===== src/rtl/core/bbe_pkg.sv =====
// Shared types, constants and alphabet functions for the base64 / base32hex encoder.
// No dependencies; imported by every module of the encoder.
package bbe_pkg;

   localparam int unsigned QUEUE_DEPTH = 2;

   localparam logic [6:0] PAD_CHAR = 7'h3D;

   localparam logic ENC_BASE64    = 1'b0;
   localparam logic ENC_BASE32HEX = 1'b1;

   typedef struct packed {
      logic [39:0] bits;
      logic        b32;
      logic [3:0]  sig;
      logic        last;
   } group_entry_type;

   function automatic logic [6:0] b64_char(input logic [5:0] v);
      logic [6:0] r;
      if (v < 6'd26) begin
         r = 7'h41 + {1'b0, v};
      end else if (v < 6'd52) begin
         r = 7'h61 + {1'b0, v} - 7'd26;
      end else if (v < 6'd62) begin
         r = 7'h30 + {1'b0, v} - 7'd52;
      end else if (v == 6'd62) begin
         r = 7'h2B;
      end else begin
         r = 7'h2F;
      end
      return r;
   endfunction

   function automatic logic [6:0] b32h_char(input logic [4:0] v);
      logic [6:0] r;
      if (v < 5'd10) begin
         r = 7'h30 + {2'b0, v};
      end else begin
         r = 7'h41 + {2'b0, v} - 7'd10;
      end
      return r;
   endfunction

   function automatic logic [3:0] b32_sig(input logic [2:0] n);
      logic [3:0] r;
      unique case (n)
         3'd1:    r = 4'd2;
         3'd2:    r = 4'd4;
         3'd3:    r = 4'd5;
         3'd4:    r = 4'd7;
         3'd5:    r = 4'd8;
         default: r = 4'd0;
      endcase
      return r;
   endfunction

endpackage


===== src/rtl/core/bbe_front.sv =====
// Front end: takes request bytes, packs them into the current group, pushes finished groups.
// Depends on bbe_pkg.
module bbe_front
   import bbe_pkg::*;
(
   input  logic            clock,
   input  logic            reset,
   input  logic            encoding,
   input  logic            req_valid,
   output logic            req_ready,
   input  logic [7:0]      req_data_byte,
   input  logic            req_last_byte,
   input  logic            q_full,
   output logic            q_push,
   output group_entry_type q_wr_entry
);

   logic [39:0] bits_ff;
   logic [39:0] bits_in;
   logic [2:0]  count_ff;
   logic [2:0]  count_in;
   logic [2:0]  gsize;
   logic [2:0]  pos;
   logic [2:0]  pos_n;
   logic [5:0]  shift;
   logic [39:0] merged;
   logic        emit;
   logic        accept;

   assign req_ready = !q_full;
   assign accept    = req_valid && req_ready;

   always_comb begin
      gsize = (encoding == ENC_BASE32HEX) ? 3'd5 : 3'd3;
      pos   = (count_ff >= gsize) ? gsize - 3'd1 : count_ff;
      shift = (encoding == ENC_BASE32HEX) ? 6'd32 - {pos, 3'b000} : 6'd16 - {pos, 3'b000};
      merged = (bits_ff & ~(40'hFF << shift)) | ({32'b0, req_data_byte} << shift);
      pos_n = pos + 3'd1;
      emit  = (pos_n >= gsize) || req_last_byte;

      q_wr_entry.bits = merged;
      q_wr_entry.b32  = encoding;
      q_wr_entry.sig  = (encoding == ENC_BASE32HEX) ? b32_sig(pos_n) : {1'b0, pos_n} + 4'd1;
      q_wr_entry.last = req_last_byte;
      q_push = accept && emit;

      bits_in  = bits_ff;
      count_in = count_ff;
      if (accept) begin
         bits_in  = emit ? 40'b0 : merged;
         count_in = emit ? 3'd0 : pos_n;
      end
   end

   always_ff @(posedge clock) begin
      if (reset) begin
         bits_ff  <= 40'b0;
         count_ff <= 3'd0;
      end else begin
         bits_ff  <= bits_in;
         count_ff <= count_in;
      end
   end

endmodule


===== src/rtl/core/bbe_queue.sv =====
// Short group queue between front end and character serializer.
// Depends on bbe_pkg.
module bbe_queue
   import bbe_pkg::*;
#(
   parameter int unsigned DEPTH = QUEUE_DEPTH
) (
   input  logic            clock,
   input  logic            reset,
   input  logic            push,
   input  group_entry_type wr_entry,
   input  logic            pop,
   output logic            full,
   output logic            not_empty,
   output group_entry_type rd_entry
);

   localparam int unsigned PTR_W = (DEPTH > 1) ? $clog2(DEPTH) : 1;
   localparam int unsigned CNT_W = $clog2(DEPTH + 1);
   localparam logic [PTR_W-1:0] PTR_LAST = PTR_W'(DEPTH - 1);
   localparam logic [CNT_W-1:0] CNT_FULL = CNT_W'(DEPTH);

   group_entry_type  mem_ff [DEPTH];
   logic [PTR_W-1:0] wr_ptr_ff;
   logic [PTR_W-1:0] wr_ptr_in;
   logic [PTR_W-1:0] rd_ptr_ff;
   logic [PTR_W-1:0] rd_ptr_in;
   logic [CNT_W-1:0] cnt_ff;
   logic [CNT_W-1:0] cnt_in;
   logic             do_push;
   logic             do_pop;

   assign full      = (cnt_ff == CNT_FULL);
   assign not_empty = (cnt_ff != '0);
   assign rd_entry  = mem_ff[rd_ptr_ff];
   assign do_push   = push && !full;
   assign do_pop    = pop && not_empty;

   always_comb begin
      wr_ptr_in = wr_ptr_ff;
      rd_ptr_in = rd_ptr_ff;
      cnt_in    = cnt_ff;
      if (do_push) begin
         wr_ptr_in = (wr_ptr_ff == PTR_LAST) ? '0 : wr_ptr_ff + 1'b1;
      end
      if (do_pop) begin
         rd_ptr_in = (rd_ptr_ff == PTR_LAST) ? '0 : rd_ptr_ff + 1'b1;
      end
      if (do_push && !do_pop) begin
         cnt_in = cnt_ff + 1'b1;
      end else if (do_pop && !do_push) begin
         cnt_in = cnt_ff - 1'b1;
      end
   end

   always_ff @(posedge clock) begin
      if (do_push) begin
         mem_ff[wr_ptr_ff] <= wr_entry;
      end
   end

   always_ff @(posedge clock) begin
      if (reset) begin
         wr_ptr_ff <= '0;
         rd_ptr_ff <= '0;
         cnt_ff    <= '0;
      end else begin
         wr_ptr_ff <= wr_ptr_in;
         rd_ptr_ff <= rd_ptr_in;
         cnt_ff    <= cnt_in;
      end
   end

endmodule


===== src/rtl/core/bbe_back.sv =====
// Back end: serializes queued groups into the output register, one char per cycle unless stalled.
// Depends on bbe_pkg.
module bbe_back
   import bbe_pkg::*;
(
   input  logic            clock,
   input  logic            reset,
   input  logic            q_not_empty,
   input  group_entry_type q_rd_entry,
   output logic            q_pop,
   output logic            rsp_valid,
   input  logic            rsp_ready,
   output logic [6:0]      rsp_out_char,
   output logic            rsp_last_char
);

   logic [2:0]  k_ff;
   logic [2:0]  k_in;
   logic        valid_ff;
   logic        valid_in;
   logic [6:0]  char_ff;
   logic [6:0]  char_in;
   logic        last_ff;
   logic        last_in;
   logic        adv;
   logic [2:0]  k_end;
   logic [5:0]  sh;
   logic [39:0] shifted;
   logic [6:0]  sym;

   assign adv = q_not_empty && (!valid_ff || rsp_ready);

   always_comb begin
      k_end = q_rd_entry.b32 ? 3'd7 : 3'd3;
      sh = q_rd_entry.b32 ? 6'd35 - {3'b0, k_ff} * 6'd5 : 6'd18 - {3'b0, k_ff} * 6'd6;
      shifted = q_rd_entry.bits >> sh;
      if ({1'b0, k_ff} >= q_rd_entry.sig) begin
         sym = PAD_CHAR;
      end else if (q_rd_entry.b32) begin
         sym = b32h_char(shifted[4:0]);
      end else begin
         sym = b64_char(shifted[5:0]);
      end
      q_pop = adv && (k_ff == k_end);

      k_in     = k_ff;
      valid_in = valid_ff && !rsp_ready;
      char_in  = char_ff;
      last_in  = last_ff;
      if (adv) begin
         k_in     = q_pop ? 3'd0 : k_ff + 3'd1;
         valid_in = 1'b1;
         char_in  = sym;
         last_in  = q_rd_entry.last && q_pop;
      end
   end

   always_ff @(posedge clock) begin
      if (reset) begin
         k_ff     <= 3'd0;
         valid_ff <= 1'b0;
      end else begin
         k_ff     <= k_in;
         valid_ff <= valid_in;
      end
      char_ff <= char_in;
      last_ff <= last_in;
   end

   assign rsp_valid     = valid_ff;
   assign rsp_out_char  = char_ff;
   assign rsp_last_char = last_ff;

endmodule


===== src/rtl/core/base64_base32hex_encoder_unit.sv =====
// Top level of the base64 / base32hex encoder: front end, group queue, character serializer.
// Depends on bbe_pkg, bbe_front, bbe_queue, bbe_back.
//
// Usage:
//   req_ channel carries one raw byte per request; req_last_byte flags the final byte.
//   rsp_ channel carries one ASCII character per request; rsp_last_char flags the
//   final character of the encoded string, '=' padding included.
//   csr_ channel writes the encoding bit (0 base64, 1 base32hex); csr_ready is always
//   high. Write it only while no message is in flight.
// Path: the group completed by an accepted byte is written into the group queue, and
//   its first character then goes through the output register onto rsp_.
// Throughput: the serializer puts out one character per cycle while rsp_ready is high and
//   the queue holds a group. Bytes that do not end a group are taken every cycle while
//   the group queue has room.
// Reset: clears the group in progress, the queue and the output register; the
//   encoding returns to base64.
// Stall: rsp_ holds its character while rsp_ready is low; the queue of QUEUE_DEPTH_P
//   groups fills and then req_ready drops.
module base64_base32hex_encoder_unit
   import bbe_pkg::*;
#(
   parameter int unsigned QUEUE_DEPTH_P = QUEUE_DEPTH
) (
   input  logic       clock,
   input  logic       reset,
   input  logic       csr_valid,
   output logic       csr_ready,
   input  logic       csr_encoding,
   input  logic       req_valid,
   output logic       req_ready,
   input  logic [7:0] req_data_byte,
   input  logic       req_last_byte,
   output logic       rsp_valid,
   input  logic       rsp_ready,
   output logic [6:0] rsp_out_char,
   output logic       rsp_last_char
);

   logic            encoding_ff;
   logic            q_full;
   logic            q_push;
   logic            q_pop;
   logic            q_not_empty;
   group_entry_type q_wr_entry;
   group_entry_type q_rd_entry;

   assign csr_ready = 1'b1;

   always_ff @(posedge clock) begin
      if (reset) begin
         encoding_ff <= ENC_BASE64;
      end else if (csr_valid && csr_ready) begin
         encoding_ff <= csr_encoding;
      end
   end

   bbe_front u_front (
      .clock         (clock),
      .reset         (reset),
      .encoding      (encoding_ff),
      .req_valid     (req_valid),
      .req_ready     (req_ready),
      .req_data_byte (req_data_byte),
      .req_last_byte (req_last_byte),
      .q_full        (q_full),
      .q_push        (q_push),
      .q_wr_entry    (q_wr_entry)
   );

   bbe_queue #(
      .DEPTH (QUEUE_DEPTH_P)
   ) u_queue (
      .clock     (clock),
      .reset     (reset),
      .push      (q_push),
      .wr_entry  (q_wr_entry),
      .pop       (q_pop),
      .full      (q_full),
      .not_empty (q_not_empty),
      .rd_entry  (q_rd_entry)
   );

   bbe_back u_back (
      .clock         (clock),
      .reset         (reset),
      .q_not_empty   (q_not_empty),
      .q_rd_entry    (q_rd_entry),
      .q_pop         (q_pop),
      .rsp_valid     (rsp_valid),
      .rsp_ready     (rsp_ready),
      .rsp_out_char  (rsp_out_char),
      .rsp_last_char (rsp_last_char)
   );

endmodule


===== config.mk =====
export PLATFORM = sky130hd
export DESIGN_NAME = base64_base32hex_encoder_unit
export DESIGN_NICKNAME = d
export VERILOG_FILES = /design/src/rtl/core/bbe_pkg.sv /design/src/rtl/core/bbe_front.sv /design/src/rtl/core/bbe_queue.sv /design/src/rtl/core/bbe_back.sv /design/src/rtl/core/base64_base32hex_encoder_unit.sv
export SDC_FILE = /design/constraint.sdc
export NUM_CORES = 1
export LEC_CHECK = 0
export ABC_AREA = 1
export BUFFER_PORTS_ARGS = -buffer_cell sky130_fd_sc_hd__buf_2
export CORE_MARGIN = 2
export CORE_UTILIZATION = 57
export DETAILED_ROUTE_END_ITERATION = 16
export PLACE_DENSITY = 0.75
export SLEW_MARGIN = 20
export SYNTH_ARGS = -nofsm -noshare
export SYNTH_HDL_FRONTEND = slang
export SYNTH_SLANG_ARGS = --single-unit

===== constraint.sdc =====
create_clock -name clock -period 5 [get_ports clock]
set_input_delay 0.25 -clock clock [delete_from_list [all_inputs] [get_ports clock]]
set_output_delay 0.25 -clock clock [all_outputs]
set_load 0.02 [all_outputs]

==> metrics.yaml, run 1 <==
floorplan:
  ios: 26
  die_area_sq_um: 17060
  die_y_um: 130.6
  initial_core_util_pct: 57.96
  fp-row-count: 46
  die_x_um: 130.6
  coreArea_sq_um: 15770
drt:
  num_vias: 7782
  met1Wirelength_um: 9980
  route.detailed.drc: 0
  avgViaCountPerCell: 5.511
  ant_nets: 0
  route.met2.wl_um: 9881
  drtPass1Iterations: 5
  routed.top_layer: "met4"
  dr.first_iter.drc_count: 728
  wl_met3_um: 1018
  wl_per_cell_um: 15.09
  wl_um: 21310
placed_design:
  hpwl_um: 15030
  place.gp.congestion: 0.9580
  io_buffers: 24
  placedInstanceArea_sq_um: 9318
finish:
  final_cell_mix: "407 x nand2_1, 130 x nand3_1, 100 x edfxtp_1"
  synthToLayoutAreaGrowth_pct: 8.570
  antenna_cells: 0
  design_area_sq_um: 9923
  final_common_cell: "nand2_1"
  drive_gt1_share_pct: 9.699
  nets: 1233
power:
  p_total_w: 0.004443
  vdd_drop_max_v: 0.0002683
  p_leak_nw: 4.141
  p_per_area_nw_per_um2: 447.8
worst_setup_path:
  endpoint_kind: "flip-flop"
  startpoint: "encoding_ff"
  critical_path.cell_chain: "inv_2 > ha_1 > nand2_1 > o21ai_2 > inv_1 > nand2_1 > clkinv_1 > fa_1 > nand2_1 > clkinv_1 > o21ai_0 > nand2_1 > nand2_1 > inv_1 > ha_1 > a21oi_1 > o21ai_0 > o21ai_0 > a21oi_1"
  r2r_slack_ns: 0.71
  crit_path_frequent_cell: "nand2_1"
  crit_arrival_ns: 4.60
  crit_path_max_fanout: 13
  reg2reg_from: "encoding_ff"
  r2r_cells: 19
  critPathRequiredTime_ns: 5.30
  r2r-end: "u_queue.cnt_ff[1]"
  worstSetupEndpoint: "u_queue.cnt_ff[1]"
  max_stage_delay_ns: 0.68
  worst_path_max_delay_cell: "fa_1"
  cp-start-kind: "flip-flop"
  path_class: "flip-flop to flip-flop"
clock_network:
  cts_tree: "yes"
  post-cts-setup-buffers: 0
  cts_hold_buf: 0
  cts.htree.levels: 4
  cts_resized: 0
  cts_buffer_depth: 2
  cts_num_sinks: 153
  numCtsBuffers: 17
  cts-root-buf: "clkbuf_16"
  worstSkewPairLatency_ns: 0.42
  path_clk_slew_ns: 0.06
outcome:
  status: "complete, no violations"
timing:
  finClkSkew_ns: 0.01019
  report.final.slew_viol_count: 0
  fmax_ghz: 0.2328
  finalHoldViolations: 0
  tightest_slew_ns: 0.9218
  slew_headroom_pct: 38.55
  finalSetupViolCount: 0
  setup_tns_ns: 0
  finalCritPeriodShare_pct: 85.90
  hold-worst-slack_ns: 0.05875
  rsz0062_at_grt: "no"
  final.min_clock_period_ns: 4.295
synthesis:
  async_flop_share_pct: 0
  syn_inst: 1185
  synth_edf_count: 100
  yosysUniqueCellTypes: 42
  synth_nets: 1235
  yosysWarnings: 0
  avgSynthCellArea_sq_um: 7.713
  syn_area_sq_um: 9140
  ys_seq_area_share_pct: 44.46
  ys_ff_latch: 153
  synthFlopType: "edfxtp_1"
grt:
  grt_max_degree: 50
  first_global_vias: 6900
  grt_overflow: 0
  track_usage_pct: 26.00
  antenna_found_initial: 0
  grt_pass1_wl_um: 34420
job:
  maxCapViolations: 0
worst_hold_path:
  hold_class: "primary input to flip-flop"
-- worst max-delay path: cells and delay by family (launching register included) --
kind            cells  cell delay, ns
flops               1            0.58
fa+ha+maj           3            1.33
buf+inv             5            0.89
compound gates      6            0.82
simple gates        5            0.56
-- cell usage after synthesis, types with 6 or more instances --
library cell / number / share of area [%]
nand2_1: 407 / 17
nand3_1: 130 / 7.1
edfxtp_1: 100 / 33
o21ai_0: 88 / 4.8
inv_1: 83 / 3.4
a21oi_1: 69 / 3.8
dfxtp_1: 53 / 12
nor2_1: 44 / 1.8
ha_1: 32 / 4.4
o21ai_1: 22 / 1.2
clkbuf_1: 19 / 0.78
buf_2: 15 / 0.82
nand2_2: 15 / 1.0
buf_4: 13 / 1.1
inv_2: 11 / 0.45
o31ai_1: 8 / 0.66
buf_6: 6 / 0.74
nand2_4: 6 / 0.74
nor2_4: 6 / 0.74
-- per-layer routing --
layer / vias up / global-route usage [%]
met5: - / 0
met4: 0 / 8.761
met3: 37 / 4.275
met2: 219 / 40.50
met1: 3589 / 37.24
li1: 3937 / -
-- how the worst min path moves through the flow --
stage,from,to,slack [ns],depth (start not counted)
2_1_floorplan,req_last_byte,u_queue.mem_ff[0][0],0.35,0
3_3_place_gp,u_queue.rd_ptr_ff,flip-flop,0.43,1
3_5_place_dp,u_queue.rd_ptr_ff,flip-flop,0.44,1
4_1_cts,req_last_byte,u_queue.mem_ff[1][0],0.04,1
5_1_grt,req_last_byte,u_queue.mem_ff[0][0],0.05,1
6_report,csr_encoding,encoding_ff,0.06,3
-- where the power goes --
group	total, W	leakage [nW]	internal, W	switching (W)
Clock	0.00131	0.297	0.000842	0.000472
Sequential	0.00151	1.40	0.00148	0.0000320
Combinational	0.00161	2.45	0.000487	0.00113
-- stage by stage --
step | utilization (%) | cells | worst slack, ns
finish | 62.92 | 1412 | 0.7050
global route | 62.92 | 1412 | 0.2421
CTS | 62.92 | 1412 | 0.6968
detailed placement | 59.08 | 1380 | 0.7303
global placement | 59.08 | 1380 | 0.8248
floorplan | - | 1185 | 0.5442
-- cell type report --
cell class | count | area [sq um]
multi-input combinational | 880 | 4395
clock inverter | 10 | 151.4
fill | 1395 | 5847
timing repair buffer | 34 | 220.2
sequential | 153 | 4065
clock buffer | 22 | 454.2
tap | 216 | 270.3
inverter | 97 | 366.6
-- flip-flops by register name, indices dropped and copies added (netlist names), named ones only --
| signal | flops |
|---|---|
| u_back.rsp_last_char | 1 |
| u_queue.wr_ptr_ff | 1 |
| encoding_ff | 1 |
| u_front.count_ff | 3 |
| u_back.rsp_out_char | 7 |
| u_back.rsp_valid | 1 |
| u_front.bits_ff | 40 |
| u_queue.rd_ptr_ff | 1 |
| u_queue.mem_ff | 92 |
| u_back.k_ff | 3 |
| u_queue.cnt_ff | 2 |
-- cell families (layout without fill, tap and decap cells) --
| kind of cell | count (synthesis) | after routing | share of synthesized area, % |
|---|---|---|---|
| adders and majority gates | 35 | 35 | 5.038 |
| buffers and inverters | 152 | 163 | 7.638 |
| DFF | 153 | 153 | 44.46 |
| AOI/OAI and AO/OA | 203 | 203 | 11.88 |
| xor gates and xnor gates | 5 | 5 | 0.4791 |
| other | 1 | 1 | 0.04103 |
| and+or+nand+nor | 633 | 633 | 30.13 |
| muxes | 3 | 3 | 0.3286 |
No activity file was read; power rests on OpenSTA's default activity.
==> run 2: changes to the inputs <==
--- a/config.mk
+++ b/config.mk
@@ -6,11 +6,12 @@
 export NUM_CORES = 1
 export LEC_CHECK = 0
 export ABC_AREA = 1
-export BUFFER_PORTS_ARGS = -buffer_cell sky130_fd_sc_hd__buf_2
 export CORE_MARGIN = 2
-export CORE_UTILIZATION = 57
+export CORE_UTILIZATION = 60
+export CTS_BUF_LIST = sky130_fd_sc_hd__clkbuf_4 sky130_fd_sc_hd__clkbuf_8
 export DETAILED_ROUTE_END_ITERATION = 16
-export PLACE_DENSITY = 0.75
+export DONT_BUFFER_PORTS = 1
+export PLACE_DENSITY = 0.77
 export SLEW_MARGIN = 20
 export SYNTH_ARGS = -nofsm -noshare
 export SYNTH_HDL_FRONTEND = slang
==> metrics.yaml, run 2 (synthesis gave the netlist of run 1 again) <==
outcome:
  status: "complete, no violations"
clock_network:
  cts_tree: "yes"
  cts_num_sinks: 153  # unchanged
  worstSkewPairLatency_ns: 0.46  # +0.04 ns
  cts_resized: 0  # unchanged
  cts_buffer_depth: 2  # unchanged
  cts-root-buf: "clkbuf_8"
  numCtsBuffers: 17  # unchanged
  path_clk_slew_ns: 0.09  # +0.03 ns
  cts.htree.levels: 4  # unchanged
timing:
  tightest_slew_ns: 0.8705  # -0.05121 ns
  fin_ws_ns: 0.7447  # +0.03964 ns
  rsz0062_at_grt: "no"
  final.min_clock_period_ns: 4.255  # -0.03964 ns
  setup_tns_ns: 0  # unchanged
  finalHoldViolations: 0  # unchanged
  finClkSkew_ns: 0.01950  # +0.009314 ns
  finalCritPeriodShare_pct: 85.11  # -0.79 points
  finalSetupViolCount: 0  # unchanged
  fmax_ghz: 0.2350  # +0.93%
  report.final.slew_viol_count: 0  # unchanged
  slew_headroom_pct: 41.82  # +3.3 points
drt:
  ant_nets: 0  # unchanged
  num_vias: 7718  # -0.82%
  wl_per_cell_um: 15.19  # +0.68%
  wl_um: 20750  # -2.6%
  dr.first_iter.drc_count: 757  # +4.0%
  route.detailed.drc: 0  # unchanged
  drtPass1Iterations: 6  # +1
  avgViaCountPerCell: 5.650  # +2.5%
grt:
  antenna_found_initial: 0  # unchanged
  grt.busiest_layer: "met2"
  first_global_vias: 7077  # +2.6%
  grt_use_met3_pct: 4.732  # +0.46 points
  track_usage_pct: 26.83  # +0.84 points
  use_met1_pct: 37.75  # +0.52 points
  met2_usage_pct: 42.03  # +1.5 points
  grt_max_degree: 50  # unchanged
  grt_overflow: 0  # unchanged
  grt_pass1_wl_um: 34860  # +1.3%
finish:
  multiInputGateArea_sq_um: 4395  # unchanged
  final_util_pct: 63.89  # +0.96 points
  seqCellArea_sq_um: 4065  # unchanged
  final_common_cell: "nand2_1"
  antenna_cells: 0  # unchanged
  fin_cells: 1366  # -3.3%
  synthToLayoutAreaGrowth_pct: 5.079
  largest_reg_flops: 92  # unchanged
  nets: 1215  # -1.5%
  n_fill_cell: 1303  # -6.6%
  design_area_sq_um: 9604  # -3.2%
  final_cell_mix: "407 x nand2_1, 130 x nand3_1, 100 x edfxtp_1"
  drive_gt1_share_pct: 8.489  # -1.2 points
  regMostFlops: "u_queue.mem_ff"
placed_design:
  hpwl_um: 14830  # -1.3%
  placedInstanceArea_sq_um: 9170  # -1.6%
  place_inst: 1329  # -3.7%
  pre_cts_slack_ns: 0.7734  # +0.04308 ns
  io_buffers: 0  # -100%
  place.gp.congestion: 0.9549  # -0.32%
worst_setup_path:
  crit_path_max_fanout: 13  # unchanged
  crit_arrival_ns: 4.60  # about the same
  cp-start-kind: "flip-flop"
  endpoint_kind: "flip-flop"
  critPathRequiredTime_ns: 5.35  # +0.05 ns
  crit_family: "adder cells"
  r2r-end: "u_queue.cnt_ff[1]"
  critical_path.cell_chain: "inv_2 > ha_1 > nand2_1 > o21ai_2 > inv_1 > nand2_1 > clkinv_1 > fa_1 > nand2_1 > clkinv_1 > o21ai_0 > nand2_1 > nand2_1 > inv_1 > ha_1 > a21oi_1 > o21ai_0 > o21ai_0 > a21oi_1"
  r2r_slack_ns: 0.74  # +0.04 ns
  worst_path_max_delay_cell: "fa_1"
  path_class: "flip-flop to flip-flop"
  reg2reg_from: "encoding_ff"
  critPathBufInv: 5  # unchanged
  crit_path_frequent_cell: "nand2_1"
  r2r_cells: 19  # unchanged
  max_stage_delay_ns: 0.67  # about the same
floorplan:
  fp-row-count: 45  # -2.2%
  die_area_sq_um: 16240  # -4.8%
  ios: 26  # unchanged
  coreArea_sq_um: 15030  # -4.7%
  initial_core_util_pct: 60.80  # +2.8 points
  die_y_um: 127.4  # -2.5%
  die_x_um: 127.4  # -2.5%
worst_hold_path:
  holdPathEnd: "u_back.k_ff[2]"
  hold_class: "primary input to flip-flop"
  min_path_cells: 3  # unchanged
  hp-start: "reset"
power:
  p_leak_nw: 3.968  # -4.2%
  p_per_area_nw_per_um2: 413.5  # -7.7%
  vdd_drop_max_v: 0.0002157  # -20%
job:
  maxCapViolations: 0  # unchanged
-- run 2: final cells by class --
class	count	area share (%)
clock buffers	17	2.436
clock inverters	15	1.459
inverters	97	3.817
multi-input cells	880	45.77
flip-flops and latches	153	42.33
well taps	188	2.449
repair buffers	16	1.746
-- run 2: how the worst max path moves through the flow --
| stage | from | endpoint | slack [ns] | cells after the start |
|---|---|---|---|---|
| global placement | encoding_ff | u_queue.cnt_ff[1] | 0.86 | 19 |
| global route | encoding_ff | u_queue.cnt_ff[1] | 0.25 | 19 |
| floorplan | encoding_ff | u_queue.mem_ff[1][0] | 0.54 | 15 |
| finish | encoding_ff | u_queue.cnt_ff[1] | 0.74 | 19 |
| detailed placement | encoding_ff | u_queue.cnt_ff[1] | 0.77 | 19 |
| CTS | encoding_ff | u_queue.cnt_ff[1] | 0.76 | 19 |
-- run 2: metal layers --
metal | up-vias | wire (um)
met5 | - | 0
met4 | 0 | 521
met3 | 45 | 1235
met2 | 232 | 9433
met1 | 3540 | 9563
li1 | 3901 | -
-- run 2: where the power goes --
group	switching [W]	internal, W	leakage (nW)	total [W]
registers	0.0000681	0.00148	1.40	0.00155
clock network	0.000483	0.000402	0.185	0.000885
logic	0.00107	0.000471	2.38	0.00154
-- run 2: timing repair --
item	4_1_cts	5_1_grt
endpoints found under the hold margin	49	0
hold buffers	5	0
buffers inserted	0	0
-- run 2: tightest hold or removal path, delay by kind of cell --
family          cells  cell delay (ns)
compound gates      2             0.12
buf+inv             1             0.07
-- run 2: metrics by stage --
step	total power, W	hold WS, ns
6_report	0.003971	0.02846
3_5_place_dp	0.003085	0.3255
5_1_grt	0.004257	0.02493
4_1_cts	0.003966	0.01463
2_1_floorplan	0.002791	0.3489
3_3_place_gp	0.003071	0.3228
==> run 3: changes to the inputs <==
--- a/config.mk
+++ b/config.mk
@@ -7,11 +7,11 @@
 export LEC_CHECK = 0
 export ABC_AREA = 1
 export CORE_MARGIN = 2
-export CORE_UTILIZATION = 60
+export CORE_UTILIZATION = 50
 export CTS_BUF_LIST = sky130_fd_sc_hd__clkbuf_4 sky130_fd_sc_hd__clkbuf_8
 export DETAILED_ROUTE_END_ITERATION = 16
 export DONT_BUFFER_PORTS = 1
-export PLACE_DENSITY = 0.77
+export PLACE_DENSITY = 0.66
 export SLEW_MARGIN = 20
 export SYNTH_ARGS = -nofsm -noshare
 export SYNTH_HDL_FRONTEND = slang
==> metrics.yaml, run 3 (synthesis gave the netlist of run 1 again) <==
drt:
  ant_nets: 0  # unchanged
  drtPass1Iterations: 5  # -1
  wl_per_cell_um: 15.43  # +1.5%
  route.detailed.drc: 0  # unchanged
  num_vias: 7682  # -0.47%
  avgViaCountPerCell: 5.460  # -3.4%
  wl_um: 21700  # +4.6%
  dr.first_iter.drc_count: 757  # unchanged
placed_design:
  hpwl_um: 15210  # +2.6%
  place.gp.congestion: 0.8787  # -8.0%
  io_buffers: 0  # unchanged
timing:
  finalCritPeriodShare_pct: 86.65  # +1.5 points
  setup_tns_ns: 0  # unchanged
  report.final.slew_viol_count: 0  # unchanged
  slew_headroom_pct: 41.08  # -0.74 points
  finClkSkew_ns: 0.01391  # -0.005593 ns
  fmax_ghz: 0.2308  # -1.8%
  rsz0062_at_grt: "no"
  tightest_slew_ns: 0.8816  # +0.01107 ns
  finalHoldViolations: 0  # unchanged
  final.min_clock_period_ns: 4.332  # +0.07707 ns
  finalSetupViolCount: 0  # unchanged
power:
  p_int_w: 0.002572  # +9.2%
  vdd_drop_max_v: 0.0002617  # +21%
  swShare_pct: 38.25  # -2.5 points
  p_leak_nw: 4.006  # +0.96%
  p_switching_w: 0.001594  # -1.4%
  combinationalPowerShare_pct: 37.3  # -1.4 points
  seqPwrFrac_pct: 37.2  # -1.8 points
  pwr-share-clk_pct: 25.5  # +3.2 points
  p_per_area_nw_per_um2: 428.2  # +3.6%
worst_setup_path:
  endpoint_kind: "flip-flop"
  worst-path-stages: 19  # unchanged
  critical_path.cell_chain: "inv_2 > ha_1 > nand2_1 > o21ai_2 > inv_1 > nand2_1 > clkinv_1 > fa_1 > nand2_1 > clkinv_1 > o21ai_0 > nand2_1 > nand2_1 > inv_1 > ha_1 > a21oi_1 > o21ai_0 > o21ai_0 > a21oi_1"
  critPathBufInv: 5  # unchanged
  crit_path_frequent_cell: "nand2_1"
  path_class: "flip-flop to flip-flop"
  worst_path_max_delay_cell: "fa_1"
  crit_arrival_ns: 4.66  # +0.06 ns
  r2r_cells: 19  # unchanged
  max_stage_delay_ns: 0.69  # +0.02 ns
  startpoint: "encoding_ff"
  cp-start-kind: "flip-flop"
  crit_family: "adder cells"
  critPathRequiredTime_ns: 5.33  # -0.02 ns
  crit_path_max_fanout: 13  # unchanged
  r2r-end: "u_queue.cnt_ff[1]"
  r2r_slack_ns: 0.67  # -0.08 ns
  reg2reg_from: "encoding_ff"
  worstSetupEndpoint: "u_queue.cnt_ff[1]"
floorplan:
  die_y_um: 139.2  # +9.2%
  die_x_um: 139.2  # +9.2%
  fp-row-count: 49  # +8.9%
  die_area_sq_um: 19380  # +19%
  initial_core_util_pct: 50.88  # -9.9 points
  coreArea_sq_um: 17960  # +19%
  ios: 26  # unchanged
grt:
  track_usage_pct: 22.91  # -3.9 points
  grt_overflow: 0  # unchanged
  grt_pass1_wl_um: 35870  # +2.9%
  antenna_found_initial: 0  # unchanged
  grt_max_degree: 50  # unchanged
  first_global_vias: 7063  # -0.20%
finish:
  drive_gt1_share_pct: 8.489  # unchanged
  n_fill_cell: 1728  # +33%
  largest_reg_flops: 92  # unchanged
  multiInputGateArea_sq_um: 4395  # unchanged
  seqCellArea_sq_um: 4065  # unchanged
  regMostFlops: "u_queue.mem_ff"
  synthToLayoutAreaGrowth_pct: 6.448
  antenna_cells: 0  # unchanged
  final_util_pct: 54.16  # -9.7 points
  final_common_cell: "nand2_1"
  final_cell_mix: "407 x nand2_1, 130 x nand3_1, 100 x edfxtp_1"
  nets: 1215  # unchanged
clock_network:
  post-cts-setup-buffers: 0  # unchanged
  cts_tree: "yes"
  cts_resized: 0  # unchanged
  worstSkewPairLatency_ns: 0.44  # -0.02 ns
  path_clk_slew_ns: 0.08  # about the same
  cts_buffer_depth: 2  # unchanged
  cts_num_sinks: 153  # unchanged
  numCtsBuffers: 17  # unchanged
  cts-root-buf: "clkbuf_8"
  cts.htree.levels: 4  # unchanged
job:
  maxCapViolations: 0  # unchanged
worst_hold_path:
  hold_class: "primary input to flip-flop"
outcome:
  status: "complete, no violations"
[run 3: layout make-up]
| cell class | instances | share of cell area [%] |
|---|---|---|
| multi-input cells | 880 | 45.18 |
| flip-flops and latches | 153 | 41.78 |
| inverters | 97 | 3.768 |
| well taps | 229 | 2.945 |
| clock buffers | 21 | 2.713 |
| clock inverters | 11 | 2.019 |
| repair buffers | 16 | 1.595 |
[run 3: worst min path at each step]
| stage | start | to | slack, ns | cells past startpoint |
|---|---|---|---|---|
| after floorplan | req_last_byte | u_queue.mem_ff[0][0] | 0.35 | 0 |
| after global placement | reset | u_back.k_ff[1] | 0.32 | 1 |
| after detailed placement | reset | u_back.rsp_valid | 0.33 | 1 |
| after CTS | reset | u_back.k_ff[2] | 0.03 | 3 |
| after global routing | reset | u_queue.wr_ptr_ff | 0.05 | 3 |
| final | reset | u_queue.wr_ptr_ff | 0.06 | 3 |
[run 3: power groups by stage]
stage                     Sequential, W  Combinational, W  Clock, W
final                           0.00155           0.00155   0.00106
after global routing            0.00156           0.00175   0.00114
after CTS                       0.00155           0.00154   0.00108
after detailed placement        0.00158           0.00153         0
after global placement          0.00158           0.00152         0
after floorplan                 0.00157           0.00122         0
[run 3: metrics by stage]
stage | power, W | cells | instance area (sq um) | setup slack (ns) | hold WS [ns]
floorplan | 0.002791 | 1185 | 9145 | 0.5442 | 0.3489
global placement | 0.003101 | 1370 | 9209 | 0.8042 | 0.3238
detailed placement | 0.003105 | 1370 | 9209 | 0.6802 | 0.3253
CTS | 0.004179 | 1407 | 9729 | 0.6477 | 0.03239
global route | 0.004448 | 1407 | 9729 | 0.1363 | 0.05464
finish | 0.004166 | 1407 | 9729 | 0.6676 | 0.06045
[run 3: per-layer routing]
layer	routed length (um)	part of all wire (%)	up-vias	global-route usage (%)
li1	-	-	3900	-
met1	10570	49	3569	32.96
met2	9754	45	177	35.47
met3	940	4.3	36	3.798
met4	441	2.0	0	7.496
met5	0	0	-	0
[run 3: worst min-delay path, delay by kind of cell]
kind            cells  cell delay (ns)
compound gates      1             0.09
buf+inv             1             0.08
simple gates        1             0.04
[run 3: what timing repair did]
item,4_1_cts,5_1_grt
setup endpoints to repair,0,0
endpoints found under the hold margin,49,0
hold buffers,5,0
